### src/design/ckeng_pkg.sv
`timescale 1ns / 1ps

package ckeng_pkg;

  localparam int unsigned ADDR_START = 12;
  localparam int unsigned ADDR_END   = 20;
  localparam int unsigned CSUM_FIELD = 16;
  localparam int unsigned HDR_CSUM_HI = 10;
  localparam int unsigned HDR_CSUM_LO = 11;
  localparam int unsigned OFF_VER_IHL = 0;
  localparam int unsigned OFF_LEN_HI  = 2;
  localparam int unsigned OFF_LEN_LO  = 3;
  localparam int unsigned OFF_PROTO   = 9;

  localparam int unsigned QDEPTH   = 4;
  localparam int unsigned QAW      = $clog2(QDEPTH);
  localparam int unsigned RESDEPTH = 2;
  localparam int unsigned RESAW    = $clog2(RESDEPTH);

  localparam logic [15:0] OFF_MAX = 16'hFFFF;

  typedef struct packed {
    logic [7:0] data_byte;
    logic       last_byte;
  } in_item_t;

  typedef struct packed {
    logic [15:0] ip_header_sum;
    logic [15:0] tcp_sum;
    logic        tcp_match;
    logic        length_error;
  } out_item_t;

  // One classified byte: contributions to both sums, plus end-of-packet data.
  typedef struct packed {
    logic [15:0] hdr_word;
    logic [16:0] seg_word;
    logic [16:0] extra;
    logic [15:0] rx_sum;
    logic        err;
    logic        last;
  } cls_t;

endpackage

### src/design/ckeng_queue.sv
`timescale 1ns / 1ps

module ckeng_queue (
  input  logic            clk_i,
  input  logic            rst_ni,
  input  logic            wr_i,
  input  ckeng_pkg::cls_t wdata_i,
  output logic            full_o,
  input  logic            rd_i,
  output ckeng_pkg::cls_t rdata_o,
  output logic            empty_o
);
  import ckeng_pkg::*;

  cls_t            mem_q [QDEPTH];
  logic [QAW-1:0]  wptr_q, wptr_d;
  logic [QAW-1:0]  rptr_q, rptr_d;
  logic [QAW:0]    cnt_q, cnt_d;
  logic            do_wr, do_rd;

  assign full_o  = (cnt_q == (QAW+1)'(QDEPTH));
  assign empty_o = (cnt_q == '0);
  assign rdata_o = mem_q[rptr_q];
  assign do_wr   = wr_i && !full_o;
  assign do_rd   = rd_i && !empty_o;

  always_comb begin
    wptr_d = do_wr ? wptr_q + QAW'(1) : wptr_q;
    rptr_d = do_rd ? rptr_q + QAW'(1) : rptr_q;
    cnt_d  = cnt_q;
    if (do_wr && !do_rd) begin
      cnt_d = cnt_q + (QAW+1)'(1);
    end else if (do_rd && !do_wr) begin
      cnt_d = cnt_q - (QAW+1)'(1);
    end
  end

  always_ff @(posedge clk_i or negedge rst_ni) begin
    if (!rst_ni) begin
      wptr_q <= '0;
      rptr_q <= '0;
      cnt_q  <= '0;
    end else begin
      wptr_q <= wptr_d;
      rptr_q <= rptr_d;
      cnt_q  <= cnt_d;
    end
  end

  always_ff @(posedge clk_i) begin
    if (do_wr) begin
      mem_q[wptr_q] <= wdata_i;
    end
  end

endmodule

### src/design/ckeng_front.sv
`timescale 1ns / 1ps

module ckeng_front (
  input  logic                clk_i,
  input  logic                rst_ni,
  input  logic                push_i,
  input  ckeng_pkg::in_item_t in_item_i,
  output logic                full_o,
  output logic                q_wr_o,
  output ckeng_pkg::cls_t     q_wdata_o,
  input  logic                q_full_i
);
  import ckeng_pkg::*;

  logic [15:0] off_q, off_d;
  logic [5:0]  hdr_q, hdr_d;
  logic [15:0] tot_q, tot_d;
  logic [7:0]  prot_q, prot_d;
  logic [7:0]  len_hi_q, len_hi_d;
  logic [7:0]  cs_hi_q, cs_hi_d;
  logic [15:0] rx_q, rx_d;

  logic        accept;
  logic [7:0]  b;
  logic [15:0] w;
  logic [15:0] hdr_ext;
  logic [15:0] seg_off;
  logic        take, hdr_add, addr_add, seg_part, cs_hi, cs_lo, seg_add;
  logic [15:0] dlen;

  assign full_o = q_full_i;
  assign accept = push_i && !q_full_i;
  assign q_wr_o = accept;
  assign b      = in_item_i.data_byte;
  assign w      = off_q[0] ? {8'h00, b} : {b, 8'h00};

  always_comb begin
    take     = (off_q < 16'(OFF_LEN_LO + 1)) || (off_q < tot_q);
    hdr_d    = (take && off_q == 16'(OFF_VER_IHL)) ? {b[3:0], 2'b00} : hdr_q;
    len_hi_d = (take && off_q == 16'(OFF_LEN_HI)) ? b : len_hi_q;
    tot_d    = (take && off_q == 16'(OFF_LEN_LO)) ? {len_hi_q, b} : tot_q;
    prot_d   = (take && off_q == 16'(OFF_PROTO)) ? b : prot_q;
    hdr_ext  = {10'd0, hdr_d};
    hdr_add  = take && (off_q < hdr_ext) && (off_q != 16'(HDR_CSUM_HI))
               && (off_q != 16'(HDR_CSUM_LO));
    addr_add = take && (off_q >= 16'(ADDR_START)) && (off_q < 16'(ADDR_END));
    seg_part = take && (off_q >= hdr_ext);
    seg_off  = off_q - hdr_ext;
    cs_hi    = seg_part && (seg_off == 16'(CSUM_FIELD));
    cs_lo    = seg_part && (seg_off == 16'(CSUM_FIELD + 1));
    seg_add  = seg_part && !cs_hi && !cs_lo;
    cs_hi_d  = cs_hi ? b : cs_hi_q;
    rx_d     = cs_lo ? {cs_hi_q, b} : rx_q;
    dlen     = tot_d - hdr_ext;

    q_wdata_o.hdr_word = hdr_add ? w : 16'h0000;
    // address bytes inside a short header count twice, as in the sum
    unique case ({addr_add, seg_add})
      2'b11:   q_wdata_o.seg_word = {w, 1'b0};
      2'b10,
      2'b01:   q_wdata_o.seg_word = {1'b0, w};
      default: q_wdata_o.seg_word = '0;
    endcase
    q_wdata_o.extra  = {9'd0, prot_d} + {1'b0, dlen};
    q_wdata_o.rx_sum = rx_d;
    q_wdata_o.err    = (tot_d <= hdr_ext);
    q_wdata_o.last   = in_item_i.last_byte;

    off_d = (off_q < OFF_MAX) ? off_q + 16'd1 : off_q;
  end

  always_ff @(posedge clk_i or negedge rst_ni) begin
    if (!rst_ni) begin
      off_q    <= '0;
      hdr_q    <= '0;
      tot_q    <= '0;
      prot_q   <= '0;
      len_hi_q <= '0;
      cs_hi_q  <= '0;
      rx_q     <= '0;
    end else if (accept) begin
      if (in_item_i.last_byte) begin
        // start over for the next packet
        off_q    <= '0;
        hdr_q    <= '0;
        tot_q    <= '0;
        prot_q   <= '0;
        len_hi_q <= '0;
        cs_hi_q  <= '0;
        rx_q     <= '0;
      end else begin
        off_q    <= off_d;
        hdr_q    <= hdr_d;
        tot_q    <= tot_d;
        prot_q   <= prot_d;
        len_hi_q <= len_hi_d;
        cs_hi_q  <= cs_hi_d;
        rx_q     <= rx_d;
      end
    end
  end

endmodule

### src/design/ckeng_back.sv
`timescale 1ns / 1ps

module ckeng_back (
  input  logic                 clk_i,
  input  logic                 rst_ni,
  input  logic                 q_empty_i,
  input  ckeng_pkg::cls_t      q_rdata_i,
  output logic                 q_rd_o,
  output logic                 empty_o,
  input  logic                 pop_i,
  output ckeng_pkg::out_item_t out_item_o
);
  import ckeng_pkg::*;

  logic [21:0]   hacc_q, hacc_d;
  logic [31:0]   sacc_q, sacc_d;
  logic          fin_v_q, fin_v_d;
  logic [21:0]   fin_h_q;
  logic [31:0]   fin_s_q;
  logic [15:0]   fin_rx_q;
  logic          fin_err_q;

  out_item_t     res_mem_q [RESDEPTH];
  logic [RESAW-1:0] res_wptr_q, res_rptr_q;
  logic [RESAW:0]   res_cnt_q, res_cnt_d;
  logic          res_full, res_wr, res_rd;

  logic          fin_rdy, q_pop, load_fin;
  logic [21:0]   h_sum;
  logic [31:0]   s_sum;
  logic [16:0]   hf1, hf2, sf1, sf2;
  logic [15:0]   tcp_c;
  out_item_t     res;

  assign res_full = (res_cnt_q == (RESAW+1)'(RESDEPTH));
  assign empty_o  = (res_cnt_q == '0);
  assign out_item_o = res_mem_q[res_rptr_q];
  assign res_rd   = pop_i && !empty_o;
  assign res_wr   = fin_v_q && !res_full;

  assign fin_rdy  = !fin_v_q || !res_full;
  assign q_pop    = !q_empty_i && (!q_rdata_i.last || fin_rdy);
  assign q_rd_o   = q_pop;
  assign load_fin = q_pop && q_rdata_i.last;

  always_comb begin
    h_sum  = hacc_q + {6'd0, q_rdata_i.hdr_word};
    s_sum  = sacc_q + {15'd0, q_rdata_i.seg_word};
    hacc_d = hacc_q;
    sacc_d = sacc_q;
    if (q_pop) begin
      hacc_d = load_fin ? '0 : h_sum;
      sacc_d = load_fin ? '0 : s_sum;
    end
    fin_v_d = (fin_v_q && res_full) || load_fin;
  end

  // fold carries twice, then complement
  always_comb begin
    hf1   = {1'b0, fin_h_q[15:0]} + {11'd0, fin_h_q[21:16]};
    hf2   = {1'b0, hf1[15:0]} + {16'd0, hf1[16]};
    sf1   = {1'b0, fin_s_q[15:0]} + {1'b0, fin_s_q[31:16]};
    sf2   = {1'b0, sf1[15:0]} + {16'd0, sf1[16]};
    tcp_c = ~sf2[15:0];
    res.ip_header_sum = ~hf2[15:0];
    res.tcp_sum       = fin_err_q ? 16'h0000 : tcp_c;
    res.tcp_match     = !fin_err_q && (tcp_c == fin_rx_q);
    res.length_error  = fin_err_q;
  end

  always_comb begin
    res_cnt_d = res_cnt_q;
    if (res_wr && !res_rd) begin
      res_cnt_d = res_cnt_q + (RESAW+1)'(1);
    end else if (res_rd && !res_wr) begin
      res_cnt_d = res_cnt_q - (RESAW+1)'(1);
    end
  end

  always_ff @(posedge clk_i or negedge rst_ni) begin
    if (!rst_ni) begin
      hacc_q     <= '0;
      sacc_q     <= '0;
      fin_v_q    <= 1'b0;
      res_wptr_q <= '0;
      res_rptr_q <= '0;
      res_cnt_q  <= '0;
    end else begin
      hacc_q    <= hacc_d;
      sacc_q    <= sacc_d;
      fin_v_q   <= fin_v_d;
      res_cnt_q <= res_cnt_d;
      if (res_wr) begin
        res_wptr_q <= res_wptr_q + RESAW'(1);
      end
      if (res_rd) begin
        res_rptr_q <= res_rptr_q + RESAW'(1);
      end
    end
  end

  always_ff @(posedge clk_i) begin
    if (load_fin) begin
      fin_h_q   <= h_sum;
      fin_s_q   <= s_sum + {15'd0, q_rdata_i.extra};
      fin_rx_q  <= q_rdata_i.rx_sum;
      fin_err_q <= q_rdata_i.err;
    end
    if (res_wr) begin
      res_mem_q[res_wptr_q] <= res;
    end
  end

  a_res_cnt_bound: assert property (@(posedge clk_i) disable iff (!rst_ni)
    res_cnt_q <= (RESAW+1)'(RESDEPTH))
    else $error("result buffer count overflow");

  a_fin_hold: assert property (@(posedge clk_i) disable iff (!rst_ni)
    fin_v_q && res_full && !res_rd |=> fin_v_q && $stable(fin_s_q) && $stable(fin_h_q))
    else $error("final sums lost while result buffer full");

  a_acc_clear: assert property (@(posedge clk_i) disable iff (!rst_ni)
    load_fin |=> hacc_q == '0 && sacc_q == '0)
    else $error("accumulators not cleared after end of packet");

  a_err_zero: assert property (@(posedge clk_i) disable iff (!rst_ni)
    res_wr && res.length_error |-> res.tcp_sum == 16'h0000 && !res.tcp_match)
    else $error("length error result carries a TCP sum");

endmodule

### src/design/ipv4_tcp_checksum_engine_core.sv
`timescale 1ns / 1ps

// Channel   Handshake          Payload                     Transaction when
// input     push_i / full_o    in_item_i  (in_item_t)      push_i && !full_o
// result    pop_i / empty_o    out_item_o (out_item_t)     pop_i && !empty_o
//
// One byte is taken every cycle while full_o is low; bytes flow front -> 4-entry queue -> back.
// A result is built from its last byte by the classify, accumulate and fold steps
// and waits in a 2-entry result buffer.
// full_o rises only when the queue fills, which happens only while the final
// stage holds a result the result buffer cannot take.
// Reset (rst_ni low) clears all packet state and both queues at once.
module ipv4_tcp_checksum_engine_core (
  input  logic                 clk_i,
  input  logic                 rst_ni,
  input  logic                 push_i,
  output logic                 full_o,
  input  ckeng_pkg::in_item_t  in_item_i,
  output logic                 empty_o,
  input  logic                 pop_i,
  output ckeng_pkg::out_item_t out_item_o
);
  import ckeng_pkg::*;

  logic q_wr, q_full, q_rd, q_empty;
  cls_t q_wdata, q_rdata;

  ckeng_front u_front (
    .clk_i     (clk_i),
    .rst_ni    (rst_ni),
    .push_i    (push_i),
    .in_item_i (in_item_i),
    .full_o    (full_o),
    .q_wr_o    (q_wr),
    .q_wdata_o (q_wdata),
    .q_full_i  (q_full)
  );

  ckeng_queue u_queue (
    .clk_i   (clk_i),
    .rst_ni  (rst_ni),
    .wr_i    (q_wr),
    .wdata_i (q_wdata),
    .full_o  (q_full),
    .rd_i    (q_rd),
    .rdata_o (q_rdata),
    .empty_o (q_empty)
  );

  ckeng_back u_back (
    .clk_i      (clk_i),
    .rst_ni     (rst_ni),
    .q_empty_i  (q_empty),
    .q_rdata_i  (q_rdata),
    .q_rd_o     (q_rd),
    .empty_o    (empty_o),
    .pop_i      (pop_i),
    .out_item_o (out_item_o)
  );

endmodule
### config.mk
export PLATFORM = sky130hd
export DESIGN_NAME = ipv4_tcp_checksum_engine_core
export DESIGN_NICKNAME = d
export VERILOG_FILES = /design/src/design/ckeng_pkg.sv /design/src/design/ckeng_queue.sv /design/src/design/ckeng_front.sv /design/src/design/ckeng_back.sv /design/src/design/ipv4_tcp_checksum_engine_core.sv
export SDC_FILE = /design/constraint.sdc
export NUM_CORES = 1
export LEC_CHECK = 0
export ABC_AREA = 1
export ABC_CLOCK_PERIOD_IN_PS = 10840
export BUFFER_PORTS_ARGS = -buffer_cell sky130_fd_sc_hd__buf_4
export CORE_ASPECT_RATIO = 1.4
export CORE_UTILIZATION = 40
export CTS_CLUSTER_DIAMETER = 60
export DETAILED_ROUTE_END_ITERATION = 16
export GPL_TIMING_DRIVEN = 0
export SLEW_MARGIN = 30
export SYNTH_ARGS = -nofsm -noshare
export SYNTH_HDL_FRONTEND = slang
export SYNTH_SLANG_ARGS = --single-unit
### constraint.sdc
create_clock -name clk_i -period 10.84 [get_ports clk_i]
set_input_delay 0.542 -clock clk_i [delete_from_list [all_inputs] [get_ports clk_i]]
set_output_delay 0.542 -clock clk_i [all_outputs]
set_load 0.01 [all_outputs]
==> flow_summary_export.csv <==
group,metric,value,unit
drt,wl,74200,µm
global_routing,gr-total-overflow,0,
logic_synthesis,synth_area,28800,µm²
logic_synthesis,synth_warnings,0,
floorplanning,die_height,319,µm
logic_synthesis,syn_inst,2965,
logic_synthesis,yosys-top-cells-count,"nand2_1 (624), edfxtp_1 (411), nor2_1 (301)",
cells_and_area,regArea,15900,µm²
drt,drtIter0Drc,1318,
global_routing,grt_pass1_wl,117000,µm
place,hpwlAfterDp,56400,µm
cells_and_area,fill_cells,6580,
critical_path,r2r_setup_slack,4.22,ns
clock_tree,cts_max_level,2,
logic_synthesis,synth_area_per_cell,9.70,µm²
cells_and_area,fin_area,32800,µm²
critical_path,r2r_start,"u_queue.rptr_q[0]",
clock_tree,clk_pin_slew,0.06,ns
logic_synthesis,synthDominantCellAreaShare,42.9,%
logic_synthesis,synthDistinctLibCells,59,
sta,max-slew-margin-rel,27.4,%
global_routing,grt.total_usage,20.6,%
cells_and_area,multi_input_area,11400,µm²
sta,timing.final.crit_share,61.1,%
clock_tree,clock_latency,0.62,ns
logic_synthesis,syn_nets,3108,
drt,first_pass_iters,5,
critical_path,crit_top_cell,"clkbuf_1",
sta,setup_viol,0,
sta,drv_slew,0,
clock_tree,clockBufferDepth,3,
sta,worstMarginPinSlew,1.08,ns
critical_path,end_kind,"register",
place,gp_congestion,0.908,
floorplanning,core,70600,µm²
logic_synthesis,synth_top_area_cell,"edfxtp_1",
floorplanning,die_x,229,µm
clock_tree,tritoncts,"built",
outcome,status,"completed",
critical_path,critPathKind,"reg2reg",
sta,whs,0.231,ns
cells_and_area,layout-area-overhead-vs-synth,14.2,%
drt,drc,0,
logic_synthesis,yosysSeqAreaShare,55.5,%
critical_path,ff2ff_path_depth,27,
worst_hold_path,hold_start,"in_item_i[0]",
logic_synthesis,ys_ff_latch,555,
floorplanning,dieArea,73000,µm²
place,io_buffers,48,
sta,fin_tns_setup,0,ns
sta,rsz0062_at_grt,"no",
logic_synthesis,synth_most_common_cell,"nand2_1",
global_routing,antenna_found_initial,0,
logic_synthesis,synth-edff-count,411,
run,max-cap-violations,0,
floorplanning,pin_count,49,
critical_path,cpPeakStageDelay,0.65,ns
critical_path,critPathRequiredTime,11.20,ns
clock_tree,cts_buffers,56,
worst_hold_path,hold_path_class,"in2reg",
critical_path,worstSetupStartpoint,"u_queue.rptr_q[0]",
clock_tree,post_cts_buffers,0,
drt,num_vias,21100,
floorplanning,rows,115,
global_routing,grt_pass1_vias,21100,
sta,finClkSkew,0.0380,ns
drt,ant_nets,0,
critical_path,crit_arrival,6.99,ns
logic_synthesis,postSynth.asyncResetShare,25.9,%
critical_path,worstPathMaxFanout,10,
critical_path,crit_slowest_cell,"clkbuf_1",
worst_hold_path,whs_path_depth,1,
sta,max_clock_freq,151,MHz
place,placed_area,31000,µm²
critical_path,start_kind,"register",
clock_tree,cts_root_buf,"clkbuf_16",
logic_synthesis,synth-main-ff-cell,"edfxtp_1",
sta,period_needed,6.62,ns
logic_synthesis,synth.area.top_cells,"edfxtp_1 (43%), dfrtp_1 (13%), nand2_1 (8.1%)",
global_routing,grt_max_degree,66,
floorplanning,start_util,40.7,%
sta,finalHoldViolCount,0,
drt,routedWlPerCell,18.2,µm
cells_and_area,drive_gt1_share,9.07,%
clock_tree,cts_sinks,555,
cells_and_area,final_nets,3238,
drt,vias_per_cell,5.18,
[state kept, by name (all words and copies together) (netlist names), 16 cells and up]
name / count
u_front.tot_q: 16
u_front.rx_q: 16
u_front.off_q: 16
u_back.fin_h_q: 22
u_back.sacc_q: 32
u_queue.mem_q: 272
u_back.hacc_q: 22
u_back.fin_rx_q: 16
u_back.fin_s_q: 32
u_back.res_mem_q: 68
[cell type report]
class / count / area share (%)
repair buffers: 72 / 3.01
well taps: 936 / 3.57
clock inverters: 31 / 1.01
multi-input cells: 2031 / 34.7
clock buffers: 73 / 4.65
flip-flops and latches: 555 / 48.6
plain buffers: 89 / 1.17
diodes: 1 / 0.00762
inverters: 290 / 3.32
[critical path: cells and delay by family (launching register included)]
| kind | cells | cell delay [ns] |
|---|---|---|
| flops | 1 | 0.40 |
| simple gates | 10 | 1.35 |
| xor+xnor | 2 | 0.35 |
| compound gates | 8 | 1.60 |
| buf+inv | 5 | 1.99 |
| fa+ha+maj | 2 | 0.69 |
[logic make-up after synthesis]
logic type / after synthesis / share of synthesized area, %
and+or+nand+nor: 1221 / 18.6
DFF: 555 / 55.5
AOI/OAI and AO/OA: 544 / 10.7
buffers and inverters: 379 / 5.12
xor gates and xnor gates: 135 / 4.21
adders and majority gates: 130 / 5.89
muxes: 1 / 0.0392
[per-layer routing]
layer | share of wire, % | routed length [µm] | GRT usage, % | up-vias
met1 | 39 | 29300 | 23.2 | 10000
met3 | 3.8 | 2800 | 2.33 | 165
met5 | 0 | 0 | 0 | -
met4 | 4.6 | 3430 | 9.32 | 0
li1 | - | - | - | 10400
met2 | 52 | 38700 | 38.4 | 485
[through the flow]
step	instances	setup WS, ns	util [%]
floorplan	2965	6.00	-
finish	4078	4.22	46.5
global route	4077	3.72	46.5
global placement	3949	3.70	42.9
detailed placement	3972	4.23	43.8
CTS	4077	4.20	46.5
[path summary, 6_finish.rpt]
kind / endpoint
setup / recovery: u_back.fin_s_q[29]
hold / removal: u_queue.mem_q[1][0]
setup reg to reg: u_back.fin_s_q[29]
hold reg to reg: u_back.hacc_q[20]
max in group asynchronous: u_back.hacc_q[7]
min in group asynchronous: u_front.hdr_q[4]
[placed cells by master, fill, tap and decap left out, types with 9 or more instances in the layout]
| cell | n |
|---|---|
| ha_1 | 121 |
| o21ai_0 | 226 |
| nand4_1 | 29 |
| edfxtp_1 | 411 |
| o21ai_1 | 14 |
| a22o_1 | 18 |
| fa_1 | 9 |
| nor3_1 | 30 |
| nand2_2 | 32 |
| clkbuf_16 | 57 |
| a21oi_1 | 119 |
| nand3_2 | 15 |
| nand3_1 | 126 |
| buf_4 | 47 |
| buf_16 | 22 |
| xnor2_1 | 37 |
| xor2_1 | 95 |
| nor2_1 | 294 |
| nor2_4 | 14 |
| nand2_1 | 624 |
| nor2_2 | 16 |
| clkinv_1 | 15 |
| dfrtp_1 | 144 |
| inv_2 | 16 |
| inv_1 | 270 |
| clkbuf_1 | 90 |
| nand3b_1 | 9 |
| o22ai_1 | 122 |
[repair_timing]
item                                   4_1_cts  5_1_grt
endpoints found under the hold margin       18        0
gates resized for setup                      0        0
hold buffers                                 1        0
Power is left out: the tool's default activity adds up to more than one toggle a clock period on the data nets, which glitch-free logic cannot reach.
